[src/sv/tilt_angle_alarm_debounced_defines.svh]
// Assertion helpers for the tilt alarm block.
`ifndef TILT_ANGLE_ALARM_DEBOUNCED_DEFINES_SVH
`define TILT_ANGLE_ALARM_DEBOUNCED_DEFINES_SVH

// Same-cycle implication, checked outside reset.
`define TAAD_ASSERT_NOW(name, ante, cons) \
  name: assert property (@(posedge clk) disable iff (rst) (ante) |-> (cons)) \
    else $error("tilt alarm check failed");

// Next-cycle implication, checked outside reset.
`define TAAD_ASSERT_NEXT(name, ante, cons) \
  name: assert property (@(posedge clk) disable iff (rst) (ante) |=> (cons)) \
    else $error("tilt alarm check failed");

`endif

[src/sv/taad_pkg.sv]
package taad_pkg;

  // Debounce length: the alarm changes after more than this many samples in a row.
  localparam int DEBOUNCE_COUNT = 4;
  localparam int RUN_W = 3;

  // Ratio format: unsigned fixed point with this many fraction bits.
  localparam int RATIO_FRAC_BITS = 8;
  localparam int RATIO_W = RATIO_FRAC_BITS + 1;
  localparam int ROM_DEPTH = 1 << RATIO_FRAC_BITS;
  localparam int ROM_IDX_W = RATIO_FRAC_BITS;

  // Raw count and scaling.
  localparam int COUNT_W = 10;
  localparam int RANGE_W = 2;
  localparam int G_SHIFT = 8;
  localparam int ROUND_HALF = 1 << (G_SHIFT - 1);
  localparam int SCALED_W = COUNT_W + RATIO_FRAC_BITS + (1 << RANGE_W) + 1;
  localparam int QRAW_W = SCALED_W - G_SHIFT;

  // Angle codes, 0.0001 rad units.
  localparam int ANGLE_W = 15;
  localparam int DIFF_W = ANGLE_W + 1;
  localparam int WRAP_W = ANGLE_W + 2;
  localparam logic [ANGLE_W-1:0] PI_E4 = 15'd31416;
  localparam logic [WRAP_W-1:0] TWO_PI_E4 = 17'd62832;

  // Fine angle units, 1e-7 rad.
  localparam longint PI_E7 = 64'sd31415927;
  localparam longint HALF_PI_E7 = 64'sd15707963;
  localparam longint E7_PER_E4 = 64'sd1000;
  localparam longint E7_ROUND = 64'sd500;
  localparam int CORDIC_STEPS = 24;
  localparam longint ATAN_E7 [CORDIC_STEPS] = '{
    64'sd7853982, 64'sd4636476, 64'sd2449787, 64'sd1243550, 64'sd624188, 64'sd312398,
    64'sd156237, 64'sd78123, 64'sd39062, 64'sd19531, 64'sd9766, 64'sd4883,
    64'sd2441, 64'sd1221, 64'sd610, 64'sd305, 64'sd153, 64'sd76,
    64'sd38, 64'sd19, 64'sd10, 64'sd5, 64'sd2, 64'sd1
  };

  // Configuration register indexes.
  localparam int CFG_IDX_W = 3;
  localparam int CFG_DATA_W = 15;
  localparam logic [CFG_IDX_W-1:0] REG_RANGE_SELECT = 3'd0;
  localparam logic [CFG_IDX_W-1:0] REG_ANGLE_LIMIT = 3'd1;
  localparam logic [CFG_IDX_W-1:0] REG_BASE_ANGLE_X = 3'd2;
  localparam logic [CFG_IDX_W-1:0] REG_BASE_ANGLE_Y = 3'd3;
  localparam logic [CFG_IDX_W-1:0] REG_BASE_ANGLE_Z = 3'd4;

  // Register reset values.
  localparam logic [RANGE_W-1:0] RANGE_SELECT_RST = 2'd1;
  localparam logic [ANGLE_W-1:0] ANGLE_LIMIT_RST = 15'd5236;
  localparam logic [ANGLE_W-1:0] BASE_ANGLE_X_RST = 15'd15707;
  localparam logic [ANGLE_W-1:0] BASE_ANGLE_Y_RST = 15'd15707;
  localparam logic [ANGLE_W-1:0] BASE_ANGLE_Z_RST = 15'd0;

  typedef logic [ANGLE_W-1:0] acos_rom_t [ROM_DEPTH];

  // Angle code for ratio q, by square root and a 24-step vectoring CORDIC.
  // Evaluated at elaboration only, to fill the arccos tables.
  function automatic logic [ANGLE_W-1:0] acos_code(longint q, bit neg);
    longint x;
    longint y;
    longint z;
    longint dx;
    longint dy;
    longint a;
    longint unsigned xs;
    longint unsigned n;
    longint unsigned r;
    longint unsigned b;
    if (q >= (64'sd1 << RATIO_FRAC_BITS)) begin
      a = 0;
    end else begin
      xs = longint'(q) << (30 - RATIO_FRAC_BITS);
      n = (64'd1 << 60) - xs * xs;
      r = 0;
      b = 64'd1 << 62;
      while (b > n) begin
        b = b >> 2;
      end
      while (b != 0) begin
        if (n >= r + b) begin
          n = n - (r + b);
          r = (r >> 1) + b;
        end else begin
          r = r >> 1;
        end
        b = b >> 2;
      end
      x = longint'(xs);
      y = longint'(r);
      z = 0;
      for (int i = 0; i < CORDIC_STEPS; i++) begin
        dx = y >>> i;
        dy = x >>> i;
        if (y >= 0) begin
          x = x + dx;
          y = y - dy;
          z = z + ATAN_E7[i];
        end else begin
          x = x - dx;
          y = y + dy;
          z = z - ATAN_E7[i];
        end
      end
      if (z < 0) z = 0;
      if (z > HALF_PI_E7) z = HALF_PI_E7;
      a = z;
    end
    if (neg) a = PI_E7 - a;
    return ANGLE_W'((a + E7_ROUND) / E7_PER_E4);
  endfunction

  // Full arccos table for one sign of the count.
  function automatic acos_rom_t acos_rom(bit neg);
    acos_rom_t rom;
    for (int i = 0; i < ROM_DEPTH; i++) begin
      rom[i] = acos_code(longint'(i), neg);
    end
    return rom;
  endfunction

  localparam acos_rom_t ACOS_POS = acos_rom(1'b0);
  localparam acos_rom_t ACOS_NEG = acos_rom(1'b1);
  localparam logic [ANGLE_W-1:0] CODE_FULL_POS = acos_code(longint'(ROM_DEPTH), 1'b0);
  localparam logic [ANGLE_W-1:0] CODE_FULL_NEG = acos_code(longint'(ROM_DEPTH), 1'b1);

endpackage

[src/sv/tilt_angle_alarm_debounced.sv]
// A transferred sample is held in the input register and its result is then
// registered in the result register. Throughput: one sample per cycle; the path is
// input register, unpack and scale, arccos table, angle compare, debounce update,
// result register. Back-pressure on the result side stalls the input register
// and then the input. Reset (rst, synchronous) clears both valid flags and the
// debounce state and loads the configuration registers with their default values.
`include "tilt_angle_alarm_debounced_defines.svh"

module tilt_angle_alarm_debounced
  import taad_pkg::*;
(
  input  logic                  clk,
  input  logic                  rst,
  input  logic                  sample_valid,
  output logic                  sample_ready,
  input  logic [7:0]            x_low_byte,
  input  logic [7:0]            x_high_byte,
  input  logic [7:0]            y_low_byte,
  input  logic [7:0]            y_high_byte,
  input  logic [7:0]            z_low_byte,
  input  logic [7:0]            z_high_byte,
  input  logic                  read_error,
  output logic                  result_valid,
  input  logic                  result_ready,
  output logic                  tilt_alarm,
  output logic                  tilted_now,
  output logic                  sample_used,
  input  logic                  cfg_valid,
  output logic                  cfg_ready,
  input  logic [CFG_IDX_W-1:0]  cfg_index,
  input  logic [CFG_DATA_W-1:0] cfg_data
);

  // Configuration registers.
  logic [RANGE_W-1:0] range_select;
  logic [ANGLE_W-1:0] angle_limit;
  logic [ANGLE_W-1:0] base_angle_x;
  logic [ANGLE_W-1:0] base_angle_y;
  logic [ANGLE_W-1:0] base_angle_z;

  // Input register.
  logic       s1_valid;
  logic [7:0] s1_x_lo;
  logic [7:0] s1_x_hi;
  logic [7:0] s1_y_lo;
  logic [7:0] s1_y_hi;
  logic [7:0] s1_z_lo;
  logic [7:0] s1_z_hi;
  logic       s1_err;

  // Debounce state.
  logic [RUN_W-1:0] tilt_run;
  logic [RUN_W-1:0] level_run;
  logic             alarm_level;
  logic [RUN_W-1:0] tilt_run_next;
  logic [RUN_W-1:0] level_run_next;
  logic             alarm_level_next;

  logic advance;
  logic tilted;
  logic [DIFF_W-1:0] diff_x;
  logic [DIFF_W-1:0] diff_y;
  logic [DIFF_W-1:0] diff_z;

  // Unpack one axis, scale to a ratio of 1 g and look up its angle code.
  function automatic logic [ANGLE_W-1:0] axis_code(logic [7:0] lo, logic [7:0] hi,
                                                   logic [RANGE_W-1:0] rs);
    logic [COUNT_W-1:0]  raw;
    logic                neg;
    logic [COUNT_W-1:0]  mag;
    logic [SCALED_W-1:0] scaled;
    logic [QRAW_W-1:0]   q_raw;
    logic                full;
    logic [ROM_IDX_W-1:0] idx;
    raw = {hi, lo[7:6]};
    neg = raw[COUNT_W-1];
    mag = neg ? (~raw + COUNT_W'(1)) : raw;
    scaled = (SCALED_W'(mag) << (RATIO_FRAC_BITS + int'(rs))) + SCALED_W'(ROUND_HALF);
    q_raw = scaled[SCALED_W-1:G_SHIFT];
    full = (q_raw >= QRAW_W'(ROM_DEPTH));
    idx = q_raw[ROM_IDX_W-1:0];
    if (full) begin
      return neg ? CODE_FULL_NEG : CODE_FULL_POS;
    end
    return neg ? ACOS_NEG[idx] : ACOS_POS[idx];
  endfunction

  // Distance to the baseline, wrapped the short way around the circle.
  function automatic logic [DIFF_W-1:0] angle_diff(logic [ANGLE_W-1:0] code,
                                                   logic [ANGLE_W-1:0] base);
    logic [ANGLE_W-1:0] d;
    logic [WRAP_W-1:0]  w;
    d = (code > base) ? (code - base) : (base - code);
    w = TWO_PI_E4 - WRAP_W'(d);
    if (d >= PI_E4) begin
      return w[DIFF_W-1:0];
    end
    return DIFF_W'(d);
  endfunction

  // The registers accept every write.
  assign cfg_ready = 1'b1;

  // Configuration writes; unknown indexes are dropped.
  always_ff @(posedge clk) begin
    if (rst) begin
      range_select <= RANGE_SELECT_RST;
      angle_limit <= ANGLE_LIMIT_RST;
      base_angle_x <= BASE_ANGLE_X_RST;
      base_angle_y <= BASE_ANGLE_Y_RST;
      base_angle_z <= BASE_ANGLE_Z_RST;
    end else if (cfg_valid && cfg_ready) begin
      case (cfg_index)
        REG_RANGE_SELECT: range_select <= cfg_data[RANGE_W-1:0];
        REG_ANGLE_LIMIT:  angle_limit <= cfg_data[ANGLE_W-1:0];
        REG_BASE_ANGLE_X: base_angle_x <= cfg_data[ANGLE_W-1:0];
        REG_BASE_ANGLE_Y: base_angle_y <= cfg_data[ANGLE_W-1:0];
        REG_BASE_ANGLE_Z: base_angle_z <= cfg_data[ANGLE_W-1:0];
        default: ;
      endcase
    end
  end

  // The result register can take a new result when it is empty or being drained.
  assign advance = !result_valid || result_ready;
  assign sample_ready = !s1_valid || advance;

  // Input register.
  always_ff @(posedge clk) begin
    if (rst) begin
      s1_valid <= 1'b0;
    end else if (sample_ready) begin
      s1_valid <= sample_valid;
    end
    if (sample_valid && sample_ready) begin
      s1_x_lo <= x_low_byte;
      s1_x_hi <= x_high_byte;
      s1_y_lo <= y_low_byte;
      s1_y_hi <= y_high_byte;
      s1_z_lo <= z_low_byte;
      s1_z_hi <= z_high_byte;
      s1_err <= read_error;
    end
  end

  // Per-axis angle distances and the tilt decision.
  always_comb begin
    diff_x = angle_diff(axis_code(s1_x_lo, s1_x_hi, range_select), base_angle_x);
    diff_y = angle_diff(axis_code(s1_y_lo, s1_y_hi, range_select), base_angle_y);
    diff_z = angle_diff(axis_code(s1_z_lo, s1_z_hi, range_select), base_angle_z);
    tilted = (diff_x >= DIFF_W'(angle_limit)) || (diff_y >= DIFF_W'(angle_limit))
          || (diff_z >= DIFF_W'(angle_limit));
  end

  // Debounce counters: one run counts, the other is cleared; read errors hold both.
  always_comb begin
    tilt_run_next = tilt_run;
    level_run_next = level_run;
    alarm_level_next = alarm_level;
    if (!s1_err) begin
      if (tilted) begin
        level_run_next = '0;
        if (tilt_run < RUN_W'(DEBOUNCE_COUNT)) begin
          tilt_run_next = tilt_run + RUN_W'(1);
        end else begin
          alarm_level_next = 1'b1;
        end
      end else begin
        tilt_run_next = '0;
        if (level_run < RUN_W'(DEBOUNCE_COUNT)) begin
          level_run_next = level_run + RUN_W'(1);
        end else begin
          alarm_level_next = 1'b0;
        end
      end
    end
  end

  // State update and result register, one sample per transfer.
  always_ff @(posedge clk) begin
    if (rst) begin
      tilt_run <= '0;
      level_run <= '0;
      alarm_level <= 1'b0;
      result_valid <= 1'b0;
    end else if (advance) begin
      result_valid <= s1_valid;
      if (s1_valid) begin
        tilt_run <= tilt_run_next;
        level_run <= level_run_next;
        alarm_level <= alarm_level_next;
      end
    end
    if (advance && s1_valid) begin
      tilt_alarm <= alarm_level_next;
      tilted_now <= tilted && !s1_err;
      sample_used <= !s1_err;
    end
  end

  // Only one of the two runs can be in progress.
  `TAAD_ASSERT_NOW(a_one_run, 1'b1, (tilt_run == '0) || (level_run == '0))
  // The alarm sets only after a full run of tilted samples.
  `TAAD_ASSERT_NOW(a_alarm_set, $rose(alarm_level),
                   $past(tilt_run) == RUN_W'(DEBOUNCE_COUNT))
  // An ignored sample never reports a tilt.
  `TAAD_ASSERT_NOW(a_unused_level, result_valid && !sample_used, !tilted_now)
  // A sample held in the input register is not lost while the output stalls.
  `TAAD_ASSERT_NEXT(a_hold_s1, s1_valid && !advance, s1_valid)

endmodule

[config.mk]
export PLATFORM = sky130hd
export DESIGN_NAME = tilt_angle_alarm_debounced
export DESIGN_NICKNAME = d
export VERILOG_FILES = /design/src/sv/taad_pkg.sv /design/src/sv/tilt_angle_alarm_debounced.sv
export VERILOG_INCLUDE_DIRS = /design/src /design/src/sv
export SDC_FILE = /design/constraint.sdc
export NUM_CORES = 2
export LEC_CHECK = 0
export BUFFER_PORTS_ARGS = -buffer_cell sky130_fd_sc_hd__buf_2
export CORE_ASPECT_RATIO = 1.1
export CORE_MARGIN = 3
export CORE_UTILIZATION = 29
export CTS_BUF_LIST = sky130_fd_sc_hd__clkbuf_4 sky130_fd_sc_hd__clkbuf_8
export CTS_CLUSTER_DIAMETER = 200
export DETAILED_ROUTE_END_ITERATION = 8
export PLACE_DENSITY = 0.53
export RECOVER_POWER = 50
export SKIP_CTS_REPAIR_TIMING = 1
export SYNTH_ARGS = -nofsm -noshare
export SYNTH_HDL_FRONTEND = slang
export SYNTH_SLANG_ARGS = --single-unit
[constraint.sdc]
create_clock -name clk -period 11.4 [get_ports clk]
set_input_delay 2.85 -clock clk [delete_from_list [all_inputs] [get_ports clk]]
set_output_delay 2.85 -clock clk [all_outputs]
set_load 0.02 [all_outputs]
==> metrics.md <==
| Metric | Value |
|---|---|
| Placed Cells | 6,106 |
| Initial antenna violation count | 4 |
| Largest family of logic cells by synthesized area | compound AO/OA/AOI/OAI gates |
| Combinational Power Share | between 80% and 90% |
| Startpoint types | flop |
| Simple-gate share of the synthesized area | 22.15% |
| Final Setup Violations | 0 |
| Final Hold Fails | 0 |
| Total GRT Usage | 34.44% |
| Final Cycle Share | 94.74% |
| Max_slew headroom | -65.59% |
| Power Density | 135.1 nW/um^2 |
| WL final | 202.8 mm |
| Syn Inst Count | ~4,800 |
| Max IR drop VDD | 90.42 uV |
| Seq cells post-synth | 105 |
| Synth Cell Area | around 31,000 um^2 |
| Prevailing post-synth register cell | dfxtp_1 |
| WL/cell | 33.11 um |
| Hpwl dp | about 150 mm |
| PortBufs | 58 |
| Chip Width | 319.6 um |
| Arr. time, crit path | 11.03 ns |
| Proportion of synthesized area in mux cells | roughly 3.2% |
| Net Sw Power | 0.002859 W |
| Post-synth EDFFs | 34 |
| Crit path required time | ~12 ns |
| Slowest-stage cell, CP | a211oi_1 |
| Worst setup EP type | flop |
| Sw Share | 61.40% |
| Min-delay worst type | reg2reg |
| Via count | 43,130 |
| Clock sinks | roughly 110 |
| Ys Warns | 0 |
| Critical path fanouts, max | 13 |
| Vias/cell | 7.041 |
| Synth Area in Compound Gates | 46.95% |
| Clk slew on worst S/H paths | 0.14 ns |
| Drt pass-1 iters | 8 |
| Clock share of power | 6.1% |
| Pint | 0.001797 W |
| Status | finished, violations left |
| Worst Skew | 0.02692 ns |
| Clk Latency, worst-skew pair | ~0.47 ns |
| Async S/R FF share, synth | 0% |
| Most common cell after layout, fill and taps aside | a21oi_1 |
| Syn Nets | around 5,100 |
| Cell variety after synth | 122 |
| Max Fclk | 0.09259 GHz |
| Failing checks | capacitance limit, slew limit |
| Pleak | between 10 and 15 nW |
| Top-Level Pins | 78 |
| Max Cap Viol | 1 |
| RSZ-0062 raised after global routing | no |
| Clk buf depth | 2 |
| Design area | 34,470 um^2 |
| Power Total | 0.004656 W |
| First-pass GRT wire length | 290.0 mm |
| Die Height | ~350 um |
| Drt drc | 0 |
| # rows | 125 |
| Global placement routability congestion | approximately 1.1 |
| Post-layout min period | 10.80 ns |
| Max Slew Vio Count | 32 |
| Vias in the first global route | 40,050 |
| TritonCTS clock tree | built |
| NumNets Final | about 5,000 |
| Maximum cell stage delay along the critical path | 0.87 ns |
| Die ar. | 112,200 um^2 |
| Share of layout cells above drive strength 1 | 12.29% |
| Reg-to-reg setup timing slack | approximately 0.6 ns |
| Placed instance area | 34,250 um^2 |
| Largest net degree at the start of global routing | 80 |
| Number of DRC markers in iteration 0 | 7,299 |
| Sequential power share | 9.0% |
| P&R area growth vs syn | 9.867% |
| Setup TNS | 0 ns |
| TritonCTS Buffers | 9 |
| GR Overflow Total | 0 |
| Syn_area_per_cell | 6.544 um^2 |
| Most frequent cells in the layout | a21oi_1 (536), nand2_1 (460), nor2_1 (407) |
| Post-Layout Cell Count | 6,125 |
| Root Buffer | clkbuf_8 |
| Core box area | 106,500 um^2 |
| Starting Density | slightly below 30% |
| Adder-Cell Fraction of Synth Area | 7.992% |
| Xor/xnor share of the synthesized area | 2.868% |
| Critical path class | reg2reg |
| H-tree Lvls | 3 |
| Worst Tran Pin Value | 2.484 ns |
| Antenna Violating Nets Remaining | 0 |
| Seq/Total Area, Yosys | 7.785% |
| # fillers | 11,760 |
==> layer usage <==
layer	GRT usage, %	share of wire [%]	up-vias
li1	-	-	18430
met1	42.29	38	20510
met2	53.97	43	3309
met3	7.186	11	875
met4	23.91	8.9	4
met5	0	0.11	-
==> path summary, 6_finish.rpt <==
path	startpoint	cells after the start	endpoint
max	s1_x_lo[7]	37	tilt_alarm
min	angle_limit[11]	2	angle_limit[11]
max reg2reg	s1_x_lo[7]	37	tilt_alarm
min reg2reg	angle_limit[11]	2	angle_limit[11]
==> cells by family (layout without fill, tap and decap cells) <==
family / after synthesis / count (layout)
XOR/XNOR: 95 / 95
multiplexers: 73 / 73
AND/OR/NAND/NOR: 1504 / 1504
buffers and inverters: 644 / 576
flip-flops: 105 / 105
adder cells (fa/ha/maj): 197 / 197
AO/OA/AOI/OAI: 2175 / 2175
other: 1 / 3
==> worst max-delay path, delay by kind of cell, from the launching register on <==
family	cells	cell delay, ns
multiplexers	3	0.82
AO/OA/AOI/OAI	20	5.32
XOR/XNOR	1	0.12
flip-flops	1	0.51
AND/OR/NAND/NOR	5	1.53
buffers and inverters	4	0.68
adder cells (fa/ha/maj)	4	1.55
==> power by group through the flow <==
stage | Clock [W] | Combinational [W] | Sequential, W
after floorplan | 0 | 0.00238 | 0.000419
final | 0.000284 | 0.00395 | 0.000418
after detailed placement | 0 | 0.00374 | 0.000427
after global placement | 0 | 0.00379 | 0.000426
after CTS | 0.000293 | 0.00376 | 0.000418
after global routing | 0.000302 | 0.00414 | 0.000420
==> cell usage after synthesis, types with 41 or more instances <==
cell      count  area, um^2
o31ai_1      48       360.4
nand4_1      47       294.0
nand3_1     218        1091
nand2_1     461        1730
inv_1       118       442.9
clkbuf_1    225       844.6
o21ai_0     387        1937
buf_2       219        1096
nor3_1      138       690.7
o311ai_0     50       437.9
o211ai_1    151        1134
a221oi_1     60       525.5
a31oi_1     115       719.4
xnor2_1      57       499.2
a21o_1       63       473.0
a21oi_1     539        2698
dfxtp_1      71        1421
o221ai_1     64       560.5
o22ai_1      53       331.6
nor2_1      410        1539
ha_1        190        2377
a211oi_1    124       930.9
buf_1        41       153.9
mux2i_1      43       430.4
a211o_1      42       367.9
a311oi_1     74       648.1
==> sequential cells by signal (all words and copies together), names as in the netlist <==
name          flops
tilt_run          3
level_run         3
s1_y_hi           8
range_select      2
s1_valid          1
base_angle_z     15
s1_err            1
s1_x_hi           8
base_angle_x     15
alarm_level       1
result_valid      1
s1_x_lo           2
tilted_now        1
s1_z_lo           2
tilt_alarm        1
s1_z_hi           8
angle_limit      15
s1_y_lo           2
sample_used       1
base_angle_y     15
==> final cells by class <==
cell class                 count  area, um^2  area share (%)
clock buffer                  10       131.4          0.3812
clock inverter                 6       83.83          0.2432
timing repair buffer         431        3296           9.561
multi-input combinational   4045       26270           76.20
antenna                        2       5.005         0.01452
inverter                     129       490.5           1.423
sequential                   105        2447           7.100
tap                         1397        1748           5.071
==> through the flow <==
stage,utilization (%),hold slack [ns],setup WS (ns)
2_1_floorplan,-,0.4363,2.396
3_3_place_gp,32.16,0.4433,0.9938
3_5_place_dp,32.16,0.4463,0.9808
4_1_cts,32.36,0.4641,0.9198
5_1_grt,32.36,0.4825,0.1049
6_report,32.36,0.4635,0.5992
(Power assumes the default switching activity.)
